--- src/sv/bei_ram.sv ---
// ---------------------------------------------------------------------------
// bei_ram
// Generic simple dual-port RAM: one write port, one read port, registered read.
// ---------------------------------------------------------------------------
module bei_ram #(
  parameter int Width = 8,
  parameter int Depth = 16
) (
  input  logic                     clk,
  input  logic                     we,
  input  logic [$clog2(Depth)-1:0] waddr,
  input  logic [Width-1:0]         wdata,
  input  logic [$clog2(Depth)-1:0] raddr,
  output logic [Width-1:0]         rdata
);

  logic [Width-1:0] mem [0:Depth-1];

  always_ff @(posedge clk) begin
    if (we) begin
      mem[waddr] <= wdata;
    end
    rdata <= mem[raddr];
  end

endmodule

--- config.mk ---
export PLATFORM = sky130hd
export DESIGN_NAME = bei_ram
export DESIGN_NICKNAME = d
export VERILOG_FILES = /design/src/sv/bei_ram.sv
export SDC_FILE = /design/constraint.sdc
export NUM_CORES = 1
export LEC_CHECK = 0
export BUFFER_PORTS_ARGS = -buffer_cell sky130_fd_sc_hd__buf_4
export CORE_ASPECT_RATIO = 1.75
export CORE_MARGIN = 2
export CORE_UTILIZATION = 55
export DETAILED_ROUTE_END_ITERATION = 6
export PLACE_DENSITY_LB_ADDON = 0.05
export SYNTH_ARGS = -nofsm -noshare
export SYNTH_HDL_FRONTEND = slang
export SYNTH_SLANG_ARGS = --single-unit
--- constraint.sdc ---
create_clock -name clk -period 1.7 [get_ports clk]
set_input_delay 0 -clock clk [delete_from_list [all_inputs] [get_ports clk]]
set_output_delay 0 -clock clk [all_outputs]
set_load 0.1 [all_outputs]
==> flow_summary.yaml <==
status:
  status: "finished clean"
layout:
  antenna_cells: 0
  ff_latch_area_um2: 4004
  fillers: 628
  drive_gt1_share_pct: 32.59
  layout.nets: 318
  final_util_pct: 70.16
  area_delta_synth_final_pct: 23.94
  multiInputGateArea_um2: 1057
critical_path:
  cp.required_ns: 2.00
  cp-start-kind: "register"
  end_kind: "register"
  cp_slowest_cell: "mux4_1"
  crit_fanout: 1
  r2r_slack_ns: 0.35
  crit_chain: "mux4_1 -> a22oi_1 -> nand2_1"
  critPathMaxStageDelay_ns: 0.54
  setup.worst_path.class: "register to register"
  arrival_ns: 1.65
sta:
  slew_violations: 0
  rsz0062_at_grt: "false"
  fin_ws_ns: 0.3493
  finalHoldViolations: 0
  min_period_over_period_pct: 79.45
  skew_ns: 0.006184
  relSlewSlack_pct: 53.84
  period_minus_slack_ns: 1.351
  worst_pin_slew_ns: 0.6910
  fin_setup_tns_ns: 0
  setup_viol: 0
  fmax_ghz: 0.7404
global_routing:
  grt_first_pass_wirelength_um: 15570
  antenna_found_initial: 0
  grt_pass1_vias: 2671
  grt_max_degree: 20
  overflow: 0
  grt_use_total_pct: 22.05
power:
  power.total_uw: 8385
  peakVddDrop_uv: 1003
  power.leakage_uw: 0.002222
  powerDensity_nw_per_um2: 1314
routing:
  post_drt_wl_per_cell_um: 23.50
  vias_per_cell: 5.903
  met1_length_um: 3941
  ant_nets: 0
  firstDrtPassIters: 4
  drc: 0
  finalWirelength_um: 10180
  vias: 2556
  highest_layer: "met4"
  wl_met2_um: 5639
  drt_iter0_drc: 156
  met3_length_um: 459
synthesis:
  yosysUniqueCellTypes: 19
  avgSynthCellArea_um2: 22.48
  synth_top_area_cell: "edfxtp_1"
  synthTopCellsByArea: "edfxtp_1 75%, mux4_2 7.9%, mux4_1 7.1%"
  ys_ff_latch: 136
  syn_nets: 247
  synthesis.area_um2: 5147
  synth_top_area_share_pct: 74.67
  ys_warn_count: 0
  syn_inst: 229
  synth_seq_area_share_pct: 77.78
cts:
  cts_tree: "done"
  cts_sinks: 136
  clockRootBuffer: "clkbuf_16"
  htree_num_levels: 4
  path_clk_slew_ns: 0.06
  cts-resized-gates: 0
  clk_latency_ns: 0.42
  cts_buffers: 17
  clockBufferDepth: 2
floorplanning:
  start_util_pct: 56.60
  die_h_um: 132.0
  dieWidth_um: 77.13
  core_um2: 9094
  die_area_um2: 10180
  row_count: 46
  ios: 26
worst_hold_path:
  hold_path.class: "input port to register"
flow_run:
  maxCapViolCount: 0
place:
  io_buffers: 25
  dp_slack_ns: 0.2030
  dpl.hpwl_um: 6763
  gp_congestion: 0.7944
[Yosys cell counts, drive strengths merged]
cell           count
edfxtp           128
mux4              32
a22oi             16
nor2              13
nand2              9
dfxtp              8
buf                7
nor3               4
clkdlybuf4s25      3
nand2b             2
nand3b             2
and2               1
and2b              1
nand3              1
nor2b              1
or3b               1
[per-stage QoR]
step | hold WS, ns | cell area, µm² | std cells
after detailed placement | 0.3199 | 5642 | 393
after global routing | 0.09992 | 6380 | 433
after CTS | 0.08047 | 6380 | 433
after floorplan | 0.09887 | 5147 | 229
final | 0.09634 | 6380 | 433
after global placement | 0.3137 | 5642 | 393
[kinds of logic after synthesis]
kind of cell	count (synthesis)	synth area share, %
DFF	136	77.78
and+or+nand+nor	35	3.184
muxes	32	15.02
AOI/OAI and AO/OA	16	2.334
buffers and inverters	10	1.677
[cells in the final DEF (no fill, tap or decap), types with 3 or more instances in the layout]
master,count
edfxtp_1,128
buf_4,52
mux4_2,18
clkbuf_16,17
a22oi_1,16
mux4_1,14
nor2_1,13
nand2_1,9
dlygate4sd3_1,8
dfxtp_1,8
bufinv_16,6
nor3_1,4
clkinvlp_4,3
[sequential cells by signal, indices dropped and copies added, names as in the netlist]
| name | count |
|---|---|
| rdata | 8 |
| mem | 128 |
[critical path: cells and delay by family, from the launching register on]
kind               cells  cell delay [ns]
muxes                  1             0.54
DFF                    1             0.36
AOI/OAI and AO/OA      1             0.25
and+or+nand+nor        1             0.08
[final cells by class]
cell class	instances	area share, %
repair buffers	62	8.002
clock inverters	14	3.589
multi-input cells	83	16.57
flip-flops and latches	136	62.76
clock buffers	18	6.727
well taps	120	2.353
[routing by layer]
| layer | GRT usage, % | vias to the layer above |
|---|---|---|
| li1 | - | 1119 |
| met1 | 26.46 | 1327 |
| met2 | 37.68 | 97 |
| met3 | 6.986 | 13 |
| met4 | 7.440 | 0 |
| met5 | 0 | - |
[worst paths after layout]
check,start,cells past startpoint,endpoint
worst min-delay path,waddr[0],3,mem[4][7]$_DFFE_PP_
worst max register to register,mem[1][0]$_DFFE_PP_,3,rdata[0]$_DFF_P_
worst max-delay path,mem[1][0]$_DFFE_PP_,3,rdata[0]$_DFF_P_
worst min register to register,mem[11][4]$_DFFE_PP_,3,rdata[4]$_DFF_P_
[report_power, final]
group | total (µW) | leakage (µW) | internal, µW | switching (µW)
registers | 3770 | 0.00122 | 3750 | 20.3
logic | 558 | 0.000687 | 195 | 364
clock network | 4060 | 0.000311 | 2730 | 1330
[timing repair]
| action | CTS | global route |
|---|---|---|
| setup buffers | 0 | 0 |
| endpoints found under the hold margin | 128 | 0 |
| hold buffers | 8 | 0 |
Note: power is estimated with default switching activity, not from simulation.
