**src/sv/bei_pkg.sv**
```systemverilog
// ---------------------------------------------------------------------------
// bei_pkg
// Shared types, codes and defaults for the breakpoint envelope interpolator.
// ---------------------------------------------------------------------------
package bei_pkg;

  localparam int MaxPointsDef = 16;
  localparam int CosDepthDef  = 256;

  // divider: 48-bit dividend, 32-bit divisor
  localparam int DivW = 48;

  localparam logic [1:0] ST_VALUE    = 2'd0;
  localparam logic [1:0] ST_IDLE     = 2'd1;
  localparam logic [1:0] ST_INSERTED = 2'd2;
  localparam logic [1:0] ST_FULL     = 2'd3;

  localparam logic [2:0] CRV_LINEAR   = 3'd0;
  localparam logic [2:0] CRV_SQUARE   = 3'd1;
  localparam logic [2:0] CRV_SQRT     = 3'd2;
  localparam logic [2:0] CRV_COSINE   = 3'd3;
  localparam logic [2:0] CRV_STEP     = 3'd4;
  localparam logic [2:0] CRV_SAW      = 3'd5;
  localparam logic [2:0] CRV_TRIANGLE = 3'd6;

  localparam logic [1:0] REG_RUN   = 2'd0;
  localparam logic [1:0] REG_LOOP  = 2'd1;
  localparam logic [1:0] REG_START = 2'd2;

  localparam logic [63:0] PiQ30 = 64'd3373259426;

  typedef struct packed {
    logic [2:0]         crv;
    logic signed [31:0] val;
    logic [31:0]        tm;
  } bp_entry_t;

endpackage

```
**src/sv/bei_sqrt.sv**
```systemverilog
// ---------------------------------------------------------------------------
// bei_sqrt
// Integer square root of a 33-bit value, one result bit per cycle (17 steps).
// ---------------------------------------------------------------------------
module bei_sqrt import bei_pkg::*; (
  input  logic        clk,
  input  logic        rst_n,
  input  logic        start,
  input  logic [32:0] radicand,
  output logic        done,
  output logic [16:0] root
);

  logic [33:0] x_r, x_nxt;
  logic [33:0] r_r, r_nxt;
  logic [33:0] bit_r, bit_nxt;
  logic        busy_r, busy_nxt;
  logic        done_r, done_nxt;
  logic [33:0] trial;

  always_comb begin
    x_nxt    = x_r;
    r_nxt    = r_r;
    bit_nxt  = bit_r;
    busy_nxt = busy_r;
    done_nxt = 1'b0;
    trial    = r_r + bit_r;
    if (start) begin
      x_nxt    = {1'b0, radicand};
      r_nxt    = '0;
      bit_nxt  = 34'd1 << 32;
      busy_nxt = 1'b1;
    end else if (busy_r) begin
      if (x_r >= trial) begin
        x_nxt = x_r - trial;
        r_nxt = (r_r >> 1) + bit_r;
      end else begin
        r_nxt = r_r >> 1;
      end
      bit_nxt = bit_r >> 2;
      if (bit_r[0]) begin
        busy_nxt = 1'b0;
        done_nxt = 1'b1;
      end
    end
  end

  always_ff @(posedge clk) begin
    if (!rst_n) begin
      busy_r <= 1'b0;
      done_r <= 1'b0;
    end else begin
      busy_r <= busy_nxt;
      done_r <= done_nxt;
    end
    x_r   <= x_nxt;
    r_r   <= r_nxt;
    bit_r <= bit_nxt;
  end

  assign done = done_r;
  assign root = r_r[16:0];

endmodule

```
**config.mk**
```make
export PLATFORM = sky130hd
export DESIGN_NAME = bei_sqrt
export DESIGN_NICKNAME = d
export VERILOG_FILES = /design/src/sv/bei_pkg.sv /design/src/sv/bei_sqrt.sv
export SDC_FILE = /design/constraint.sdc
export NUM_CORES = 1
export LEC_CHECK = 0
export BUFFER_PORTS_ARGS = -buffer_cell sky130_fd_sc_hd__buf_2
export CAP_MARGIN = 20
export CORE_UTILIZATION = 60
export DETAILED_ROUTE_END_ITERATION = 10
export PLACE_DENSITY = 0.89
export SLEW_MARGIN = 10
export SYNTH_ARGS = -nofsm -noshare
export SYNTH_HDL_FRONTEND = slang
export SYNTH_SLANG_ARGS = --single-unit
export TNS_END_PERCENT = 1
```
**constraint.sdc**
```tcl
create_clock -name clk -period 9.7 [get_ports clk]
set_input_delay 1.94 -clock clk [delete_from_list [all_inputs] [get_ports clk]]
set_output_delay 1.94 -clock clk [all_outputs]
set_load 0.005 [all_outputs]
```
==> results of run 1 <==
-- logic make-up after synthesis --
| family | count (synthesis) | share of synthesized area, % |
|---|---|---|
| DFF | 87 | 27.4 |
| AOI/OAI and AO/OA | 301 | 26.2 |
| muxes | 20 | 2.69 |
| adders and majority gates | 71 | 11.8 |
| buffers and inverters | 81 | 5.20 |
| xor gates and xnor gates | 80 | 9.25 |
| and+or+nand+nor | 302 | 17.5 |
-- flip-flops by register name, indices dropped and copies added (netlist names) --
name,count
r_r,34
x_r,34
bit_r,17
busy_r,1
done,1
-- power groups by stage --
stage / Clock (mW) / Sequential, mW / Combinational [mW]
after floorplan: 0 / 0.560 / 1.06
after global placement: 0 / 0.587 / 1.26
after global routing: 0.366 / 0.592 / 1.46
final: 0.349 / 0.581 / 1.34
after detailed placement: 0 / 0.588 / 1.29
after CTS: 0.355 / 0.581 / 1.31
-- worst register-to-register path, stage by stage, from the launching register on --
cell and delay (ns):
dfxtp_1 0.43, ha_1 0.31, a31o_2 0.28, a31oi_1 0.38, nor4_1 0.09, nor3_1 0.24
nor2_1 0.10, o41ai_1 0.58, o21bai_1 0.21, a21oi_1 0.20, xor2_1 0.09, ha_1 0.41
nand3_1 0.13, nor2_1 0.17, nand4_1 0.11, nor4b_1 0.31, a211oi_1 0.12, nand2_1 0.48
or2_1 0.70, nor3_1 0.14, a311o_1 0.30
-- final cells by class --
type | count | area, sq um
Timing Repair Buffer | 57 | 318
Fill cell | 1039 | 4060
Inverter | 23 | 86.3
Clock inverter | 4 | 26.3
Clock buffer | 12 | 268
Tap cell | 168 | 210
Sequential cell | 87 | 2070
Multi-Input combinational cell | 774 | 5120
-- worst min-delay path by stage --
stage / startpoint / cells past startpoint / slack [ns] / endpoint
CTS: x_r[33] / 2 / 0.49 / x_r[33]
global placement: x_r[33] / 2 / 0.48 / x_r[33]
detailed placement: x_r[33] / 2 / 0.48 / x_r[33]
global route: x_r[33] / 2 / 0.56 / x_r[33]
floorplan: x_r[33] / 2 / 0.45 / x_r[33]
finish: x_r[33] / 2 / 0.49 / x_r[33]
-- metal layers --
metal  routed length [um]  part of all wire [%]  GRT usage [%]  up-vias
li1                     -                     -              -     3475
met1                 8230                    44           36.2     3307
met4                  405                   2.1           10.6        0
met3                 1130                   6.0           6.35       33
met2                 9120                    48           49.8      261
met5                    0                     0              0        -
-- per-stage QoR --
step           cell area (sq um)  setup WS [ns]  util, %  hold WS, ns  total power [mW]
2_1_floorplan               7570           2.90        -        0.454              1.62
6_report                    8100           3.79     66.6        0.493              2.27
3_3_place_gp                7780           4.05     64.0        0.477              1.84
4_1_cts                     8080           3.74     66.4        0.490              2.24
5_1_grt                     8100           3.33     66.6        0.560              2.42
3_5_place_dp                7780           3.76     64.0        0.482              1.88
-- cell usage in the layout (no fill, tap or decap), drive strengths merged, types with 4 or more instances in the layout --
| cell | Yosys | routed |
|---|---|---|
| dfxtp | 54 | 54 |
| o21a | 10 | 10 |
| a311o | 4 | 4 |
| a211oi | 23 | 23 |
| buf | 28 | 57 |
| xor2 | 50 | 50 |
| ha | 70 | 70 |
| or3 | 5 | 5 |
| o31ai | 12 | 12 |
| nand4 | 10 | 10 |
| o311ai | 4 | 4 |
| o21ai | 81 | 81 |
| o21bai | 20 | 20 |
| nor2 | 103 | 103 |
| a21oi | 59 | 59 |
| a31o | 8 | 8 |
| nor3 | 19 | 19 |
| mux2i | 17 | 17 |
| inv | 23 | 25 |
| clkbuf | 30 | 12 |
| and4 | 5 | 5 |
| nand3 | 18 | 18 |
| a311oi | 8 | 8 |
| a21o | 16 | 16 |
| and2 | 6 | 6 |
| nand2b | 4 | 4 |
| nor2b | 8 | 8 |
| a31oi | 23 | 23 |
| edfxtp | 33 | 33 |
| nand2 | 114 | 114 |
| xnor2 | 30 | 30 |
| o22ai | 7 | 7 |
==> flow_metrics.tcl, run 1 <==
set metrics [dict create \
    internal_power_mw 1.21 \
    start_kind "flop" \
    critPathMaxStageDelay_ns 0.70 \
    powerDensity_mw_per_mm2 280 \
    hpwl_mm 13.7 \
    crit_cells 20 \
    async_reset_ff_share_pct 0 \
    ff2ff_setup_slack_ns 3.79 \
    r2r-start "r_r[2]" \
    grt_pass1_vias 6473 \
    synth_area_leader_cell "dfxtp_1" \
    clockRootBuffer "clkbuf_16" \
    rows 40 \
    core_area_sq_mm 0.0122 \
    ys_top_cells_by_count "114 x nand2_1, 103 x nor2_1, 79 x o21ai_0, 70 x ha_1, 58 x a21oi_1" \
    numCtsBuffers 9 \
    cts_tree "built" \
    hold_class "reg -> reg" \
    dp_cells 1108 \
    seq_power_share_pct 25.6 \
    die_w_um 114 \
    slew_headroom_pct 43.2 \
    grt_pass1_wl_mm 30.4 \
    cts_htree_levels 3 \
    maxCapViolations 0 \
    status "complete, no violations" \
    drtAntennaViolNets 0 \
    switchingPower_mw 1.06 \
    ys_seq_elements 87 \
    fin_skew_ns 0.00760 \
    finalCritPeriodShare_pct 60.9 \
    synthCells 942 \
    critPathRequiredTime_ns 9.94 \
    cp-startpoint "r_r[2]" \
    cts_hold_buf 0 \
    via_per_inst 6.29 \
    synth.most_common_cell "nand2_1" \
    postCtsSetupBuffers 0 \
    synth_area_sq_mm 0.00757 \
    period_needed_ns 5.91 \
    gp_congestion 0.975 \
    synth_flop_cell "dfxtp_1" \
    grt_use_total_pct 29.2 \
    finalSetupViolations 0 \
    start_util_pct 62.3 \
    path_buf_inv 0 \
    ir_worst_vdd_uv 204 \
    drv_slew 0 \
    clockBufferDepth 2 \
    dieHeight_um 114 \
    ios 54 \
    critical_path.top_delay_family "simple AND/OR/NAND/NOR gates" \
    finalNonFillerCells 1125 \
    gr-total-overflow 0 \
    drive_above_1_share_pct 10.1 \
    vias 7076 \
    arrival_ns 6.15 \
    synth_edf_count 33 \
    drt_pass1_iterations 5 \
    fmax_ghz 0.169 \
    crit_fanout 18 \
    clock_sinks 87 \
    crit_end "r_r[14]" \
    clkTransAtPathRegs_ns 0.07 \
    endpoint_kind "flop" \
    finalSetupTns_ns 0 \
    grt_max_degree 81 \
    port_buffers 53 \
    synth.top_cells.by_area "dfxtp_1 14%, edfxtp_1 13%, ha_1 12%" \
    synth_cell_types 67 \
    final-hold-violation-count 0 \
    worst_r2r_endpoint "r_r[14]" \
    antenna_found_initial 0 \
    final_nets 1059 \
    clockPowerShare_pct 15.4 \
    rr_worst_depth 20 \
    yosysSeqAreaShare_pct 27.4 \
    slowest_stage "or2_1" \
    antenna-diode-count 0 \
    wl_per_cell_um 16.8 \
    syn-num-nets 1049 \
    wirelength_mm 18.9 \
    worst_pin_slew_ns 0.853 \
    p_comb_share_pct 58.9 \
    syn_to_final_growth_pct 6.99 \
    yosys.area.top_type_share_pct 14.3 \
    sw_frac_of_total_pct 46.6 \
    yosysWarnings 0 \
    avgSynthCellArea_sq_um 8.04 \
    dr.first_iter.drc_count 466 \
    critical_path.cell_chain "ha_1 -> a31o_2 -> a31oi_1 -> nor4_1 -> nor3_1 -> nor2_1 -> o41ai_1 -> o21bai_1 -> a21oi_1 -> xor2_1 -> ha_1 -> nand3_1 -> nor2_1 -> nand4_1 -> nor4b_1 -> a211oi_1 -> nand2_1 -> or2_1 -> nor3_1 -> a311o_1" \
    clk-insertion-delay-late_ns 0.35 \
    rsz0062_at_grt "no" \
    worstSetupPathType "reg -> reg" \
    cts_resized 0 \
    die_area_sq_mm 0.0131 \
    p_leak_nw 3.20 \
    drcViolationCount 0 \
]
Note: power is estimated with default switching activity, not from simulation.
==> inputs of run 2 (changes only) <==
==> constraint.sdc (replaced) <==
create_clock -name clk -period 5.6 [get_ports clk]
set_input_delay 1.12 -clock clk [delete_from_list [all_inputs] [get_ports clk]]
set_output_delay 1.12 -clock clk [all_outputs]
set_load 0.005 [all_outputs]
==> run 2 against run 1 <==
Net effect: maximum frequency rose by 16%; cell area is 0.71% higher; final cell count up 0.71%; global-route usage grew 0.68 points; first-iteration DRC count increased by 20%; register-to-register slack got worse by 3.3 ns; power rose by 75%; clock skew barely moved; sequential power rose by 74%; wire length grew 2.8%; worst hold slack improved by 0.020 ns.
==> flow_metrics.tcl, run 2 (synthesis gave the netlist of run 1 again) <==
set metrics [dict create \
    status "complete, no violations" \
    syn_to_final_growth_pct 7.75 \
    rr_worst_depth 22 \
    finalCritPeriodShare_pct 91.1 \
    clock_sinks 87 \
    clk-insertion-delay-late_ns 0.36 \
    rsz0062_at_grt "no" \
    core_area_sq_mm 0.0122 \
    hpwl_mm 14.0 \
    postCtsSetupBuffers 0 \
    via_per_inst 6.30 \
    hold_class "reg -> reg" \
    drive_above_1_share_pct 11.2 \
    wirelength_mm 19.4 \
    endpoint_kind "flop" \
    cts_htree_levels 3 \
    mostFrequentLayoutCells "114 x nand2_1, 102 x nor2_1, 78 x o21ai_0, 70 x ha_1, 58 x a21oi_1" \
    gp_congestion 0.930 \
    slew_headroom_pct 43.9 \
    grt_pass1_wl_mm 30.8 \
    worstSetupPathType "reg -> reg" \
    critPathRequiredTime_ns 5.85 \
    fillCellCount 1024 \
    cp-startpoint "r_r[2]" \
    finalSetupTns_ns 0 \
    dr.first_iter.drc_count 559 \
    port_buffers 53 \
    ir_worst_vdd_uv 418 \
    clockRootBuffer "clkbuf_16" \
    register_area_sq_mm 0.00207 \
    antenna-diode-count 0 \
    dieHeight_um 114 \
    hold_depth 2 \
    hold_end "r_r[0]" \
    die_w_um 114 \
    finalSetupViolations 0 \
    vias 7138 \
    arrival_ns 5.35 \
    numCtsBuffers 9 \
    drtAntennaViolNets 0 \
    mostFrequentLayoutCell "nand2_1" \
    final_nets 1067 \
    grt_pass1_vias 6560 \
    wl_per_cell_um 17.1 \
    cts_tree "built" \
    drcViolationCount 0 \
    drt_pass1_iterations 6 \
    worst_pin_slew_ns 0.842 \
    ff2ff_setup_slack_ns 0.50 \
    reg.largest.list "r_r x34, x_r x34, bit_r x17" \
    fin_skew_ns 0.00801 \
    gr-total-overflow 0 \
    start_kind "flop" \
    multiInputGateArea_sq_mm 0.00514 \
    p_leak_nw 3.25 \
    hold-worst-slack_ns 0.513 \
    worst_r2r_endpoint "r_r[8]" \
    maxCapViolations 0 \
    fmax_ghz 0.196 \
    grt_use_total_pct 29.9 \
    period_needed_ns 5.10 \
    drv_slew 0 \
    crit_fanout 16 \
    grt_max_degree 78 \
    rows 40 \
    start_util_pct 62.3 \
    clockBufferDepth 2 \
    die_area_sq_mm 0.0131 \
    ios 54 \
    r2r-start "r_r[2]" \
    hp-start "r_r[0]" \
    clkTransAtPathRegs_ns 0.07 \
    final-hold-violation-count 0 \
    powerDensity_mw_per_mm2 486 \
    antenna_found_initial 0 \
]
-- run 2: changes by cell type in the layout (fill, tap and decap cells not counted), sizes merged --
| cell | previous run | this run |
|---|---|---|
| buf | 57 | 65 |
| clkinv | 2 | 0 |
| clkinvlp | 0 | 1 |
| inv | 25 | 26 |
-- run 2: critical path, stage by stage (launching register included) --
cell      delay [ns]
dfxtp_1         0.43
ha_1            0.31
a31o_2          0.29
a31oi_2         0.34
nor4_1          0.10
nor3_1          0.21
nor2_1          0.11
o41ai_2         0.38
o21bai_1        0.17
a21oi_1         0.19
xor2_1          0.10
ha_1            0.39
nand3_1         0.13
nor2_1          0.18
nand4_1         0.13
nor4b_1         0.29
a211oi_1        0.14
nand2_1         0.11
buf_4           0.22
or2_4           0.21
buf_4           0.20
nor3_1          0.06
a311o_1         0.29
-- run 2: power by group --
part           internal (mW)  switching, mW  leakage (nW)  total (mW)
Sequential             0.877          0.132         0.772        1.01
Combinational          0.926           1.44          2.33        2.36
Clock                  0.326          0.269         0.140       0.595
-- run 2: cell type report --
cell class / count / share of cell area (%)
well taps: 168 / 2.58
multi-input cells: 774 / 63.0
repair buffers: 65 / 4.54
clock buffers: 12 / 3.14
clock inverters: 4 / 0.322
flip-flops and latches: 87 / 25.4
inverters: 23 / 1.06
-- run 2: per-stage QoR --
stage | area (sq um) | setup slack [ns] | utilization [%] | cells | power [mW]
global placement | 7840 | 0.376 | 64.5 | 1116 | 3.25
global route | 8160 | 0.134 | 67.1 | 1133 | 4.24
floorplan | 7580 | 0.331 | - | 942 | 2.81
CTS | 8120 | 0.136 | 66.8 | 1132 | 3.91
detailed placement | 7840 | 0.135 | 64.5 | 1116 | 3.30
finish | 8160 | 0.499 | 67.1 | 1133 | 3.97
-- run 2: worst max-delay path by stage --
stage | cells after the start | endpoint | slack [ns]
final | 22 | r_r[8] | 0.50
after global routing | 22 | r_r[1] | 0.13
after CTS | 19 | x_r[10] | 0.14
after detailed placement | 19 | x_r[14] | 0.14
after global placement | 19 | x_r[9] | 0.38
after floorplan | 21 | x_r[0] | 0.33
-- run 2: timing repair --
action / in CTS / in global routing
setup endpoints to repair: 0 / 42
resized for setup: 0 / 3
hold buffers: 0 / 0
-- run 2: routing by layer --
layer / vias up / wire length, um / track usage [%] / part of all wire [%]
met4: 0 / 665 / 13.2 / 3.4
li1: 3490 / - / - / -
met2: 292 / 9370 / 52.0 / 48
met3: 60 / 1160 / 5.77 / 6.0
met5: - / 0 / 0 / 0
met1: 3296 / 8210 / 35.7 / 42
==> inputs of run 3 (changes only) <==
--- a/config.mk
+++ b/config.mk
@@ -7,7 +7,9 @@
 export LEC_CHECK = 0
 export BUFFER_PORTS_ARGS = -buffer_cell sky130_fd_sc_hd__buf_2
 export CAP_MARGIN = 20
+export CORE_MARGIN = 3
 export CORE_UTILIZATION = 60
+export CTS_CLUSTER_SIZE = 20
 export DETAILED_ROUTE_END_ITERATION = 10
 export PLACE_DENSITY = 0.89
 export SLEW_MARGIN = 10
==> run 3 against run 2 <==
Net effect: die area up 7.1%; global-route usage is 2.6 points lower; combinational power about the same; power rose by 0.94%; core utilization grew 0.24 points; critical endpoint is now x_r[32]; highest routed layer unchanged.
==> flow_metrics.tcl, run 3 (synthesis gave the netlist of run 1 again) <==
set metrics [dict create \
    status "complete, no violations" \
    hold_class "reg -> reg" \
    grt_max_degree 78 \
    crit_fanout 22 \
    arrival_ns 5.26 \
    critPathMaxStageDelay_ns 0.44 \
    hold_end "x_r[33]" \
    grt_use_total_pct 27.2 \
    critical_path.top_delay_family "compound AO/OA/AOI/OAI gates" \
    worstSetupPathType "reg -> reg" \
    clockRootBuffer "clkbuf_16" \
    register_area_sq_mm 0.00207 \
    slowest_stage "o21ai_4" \
    ir_worst_vdd_uv 354 \
    multiInputGateArea_sq_mm 0.00513 \
    finalCritPeriodShare_pct 92.7 \
    die_w_um 118 \
    clk-insertion-delay-late_ns 0.36 \
    final-hold-violation-count 0 \
    rows 40 \
    drt_pass1_iterations 5 \
    design_area_sq_mm 0.00819 \
    worst_r2r_endpoint "x_r[32]" \
    period_needed_ns 5.19 \
    numCtsBuffers 9 \
    via_per_inst 6.25 \
    cts_htree_levels 3 \
    antenna-diode-count 0 \
    grt_pass1_wl_mm 31.6 \
    path_buf_inv 1 \
    start_kind "flop" \
    reg.largest.list "r_r x34, x_r x34, bit_r x17" \
    wirelength_mm 19.2 \
    drcViolationCount 0 \
    dr.first_iter.drc_count 662 \
    postPlaceCellArea_sq_mm 0.00783 \
    start_util_pct 62.3 \
    fin_skew_ns 0.0104 \
    core_area_sq_mm 0.0122 \
    powerDensity_mw_per_mm2 489 \
    finalSetupViolations 0 \
    hpwl_mm 14.0 \
    clockBufferDepth 2 \
    hold_depth 2 \
    postCtsSetupBuffers 0 \
    dp_slack_ns 0.0567 \
    endpoint_kind "flop" \
    mostFrequentLayoutCells "114 x nand2_1, 102 x nor2_1, 78 x o21ai_0, 70 x ha_1, 58 x a21oi_1" \
    worst_pin_slew_ns 0.846 \
    die_area_sq_mm 0.0140 \
    drtAntennaViolNets 0 \
    ff2ff_setup_slack_ns 0.41 \
    vias 7076 \
    slew_headroom_pct 43.6 \
    rsz0062_at_grt "no" \
    fillCellCount 1044 \
    clkTransAtPathRegs_ns 0.07 \
    dieHeight_um 118 \
    maxCapViolations 0 \
    hold-worst-slack_ns 0.492 \
    syn_to_final_growth_pct 8.13 \
    p_leak_nw 3.25 \
    r2r-start "r_r[2]" \
    grt_pass1_vias 6602 \
    antenna_found_initial 0 \
    fmax_ghz 0.193 \
    gp_congestion 0.930 \
    drive_above_1_share_pct 11.0 \
    gr-total-overflow 0 \
    setup_ws_ns 0.408 \
    rr_worst_depth 20 \
    ios 54 \
    critical_path.cell_chain "ha_1 -> a31o_2 -> a31oi_1 -> nor4_1 -> nor3_1 -> nor2_1 -> o41ai_2 -> o21bai_1 -> a41oi_1 -> xor2_1 -> ha_1 -> nand2_1 -> nor3_1 -> nand4_1 -> nor4b_1 -> a211oi_1 -> nand2_1 -> nor2_2 -> o21ai_4 -> buf_16" \
    mostFrequentLayoutCell "nand2_1" \
    port_buffers 53 \
    wl_per_cell_um 16.9 \
    drv_slew 0 \
    final_nets 1066 \
    critPathRequiredTime_ns 5.66 \
    clock_sinks 87 \
    cts_tree "built" \
    finalSetupTns_ns 0 \
    hp-start "x_r[33]" \
]
[run 3: report_power, final]
part	internal (mW)	switching (mW)	total, mW
logic	0.917	1.43	2.35
registers	0.877	0.131	1.01
clock network	0.376	0.274	0.650
total	2.17	1.83	4.00
[run 3: metal layers]
metal	GRT usage, %	vias up	share of wire, %
met5	0	-	0
met4	9.82	0	2.9
met3	5.45	53	5.5
met2	47.2	225	50
met1	33.5	3326	42
li1	-	3472	-
[run 3: through the flow]
stage	power, mW	cells	util, %
final	4.00	1132	67.3
after global routing	4.30	1132	67.3
after CTS	3.96	1131	67.0
after detailed placement	3.28	1115	64.4
after global placement	3.23	1115	64.4
after floorplan	2.81	942	-
[run 3: worst min-delay path, cell delays in order (launching register included)]
cell	delay (ns)
dfxtp_1	0.32
o21ai_0	0.07
a21oi_1	0.06
[run 3: worst max path at each step]
stage,startpoint,to,slack [ns],cells after the start
detailed placement,r_r[2],r_r[12],0.06,21
global placement,r_r[2],x_r[9],0.32,19
floorplan,r_r[2],x_r[0],0.33,21
global route,r_r[2],r_r[9],0.02,21
CTS,r_r[2],r_r[30],0.04,21
finish,r_r[2],x_r[32],0.41,20
[run 3: area by class of cell]
type,count,share of cell area (%)
multi-input cells,774,62.7
flip-flops and latches,87,25.3
repair buffers,64,4.52
clock buffers,11,3.10
well taps,168,2.57
inverters,23,1.05
clock inverters,5,0.779
[run 3: what timing repair did]
| item | CTS | global route |
|---|---|---|
| setup endpoints to repair | 0 | 40 |
| hold buffers | 0 | 0 |
| gates resized for setup | 0 | 3 |
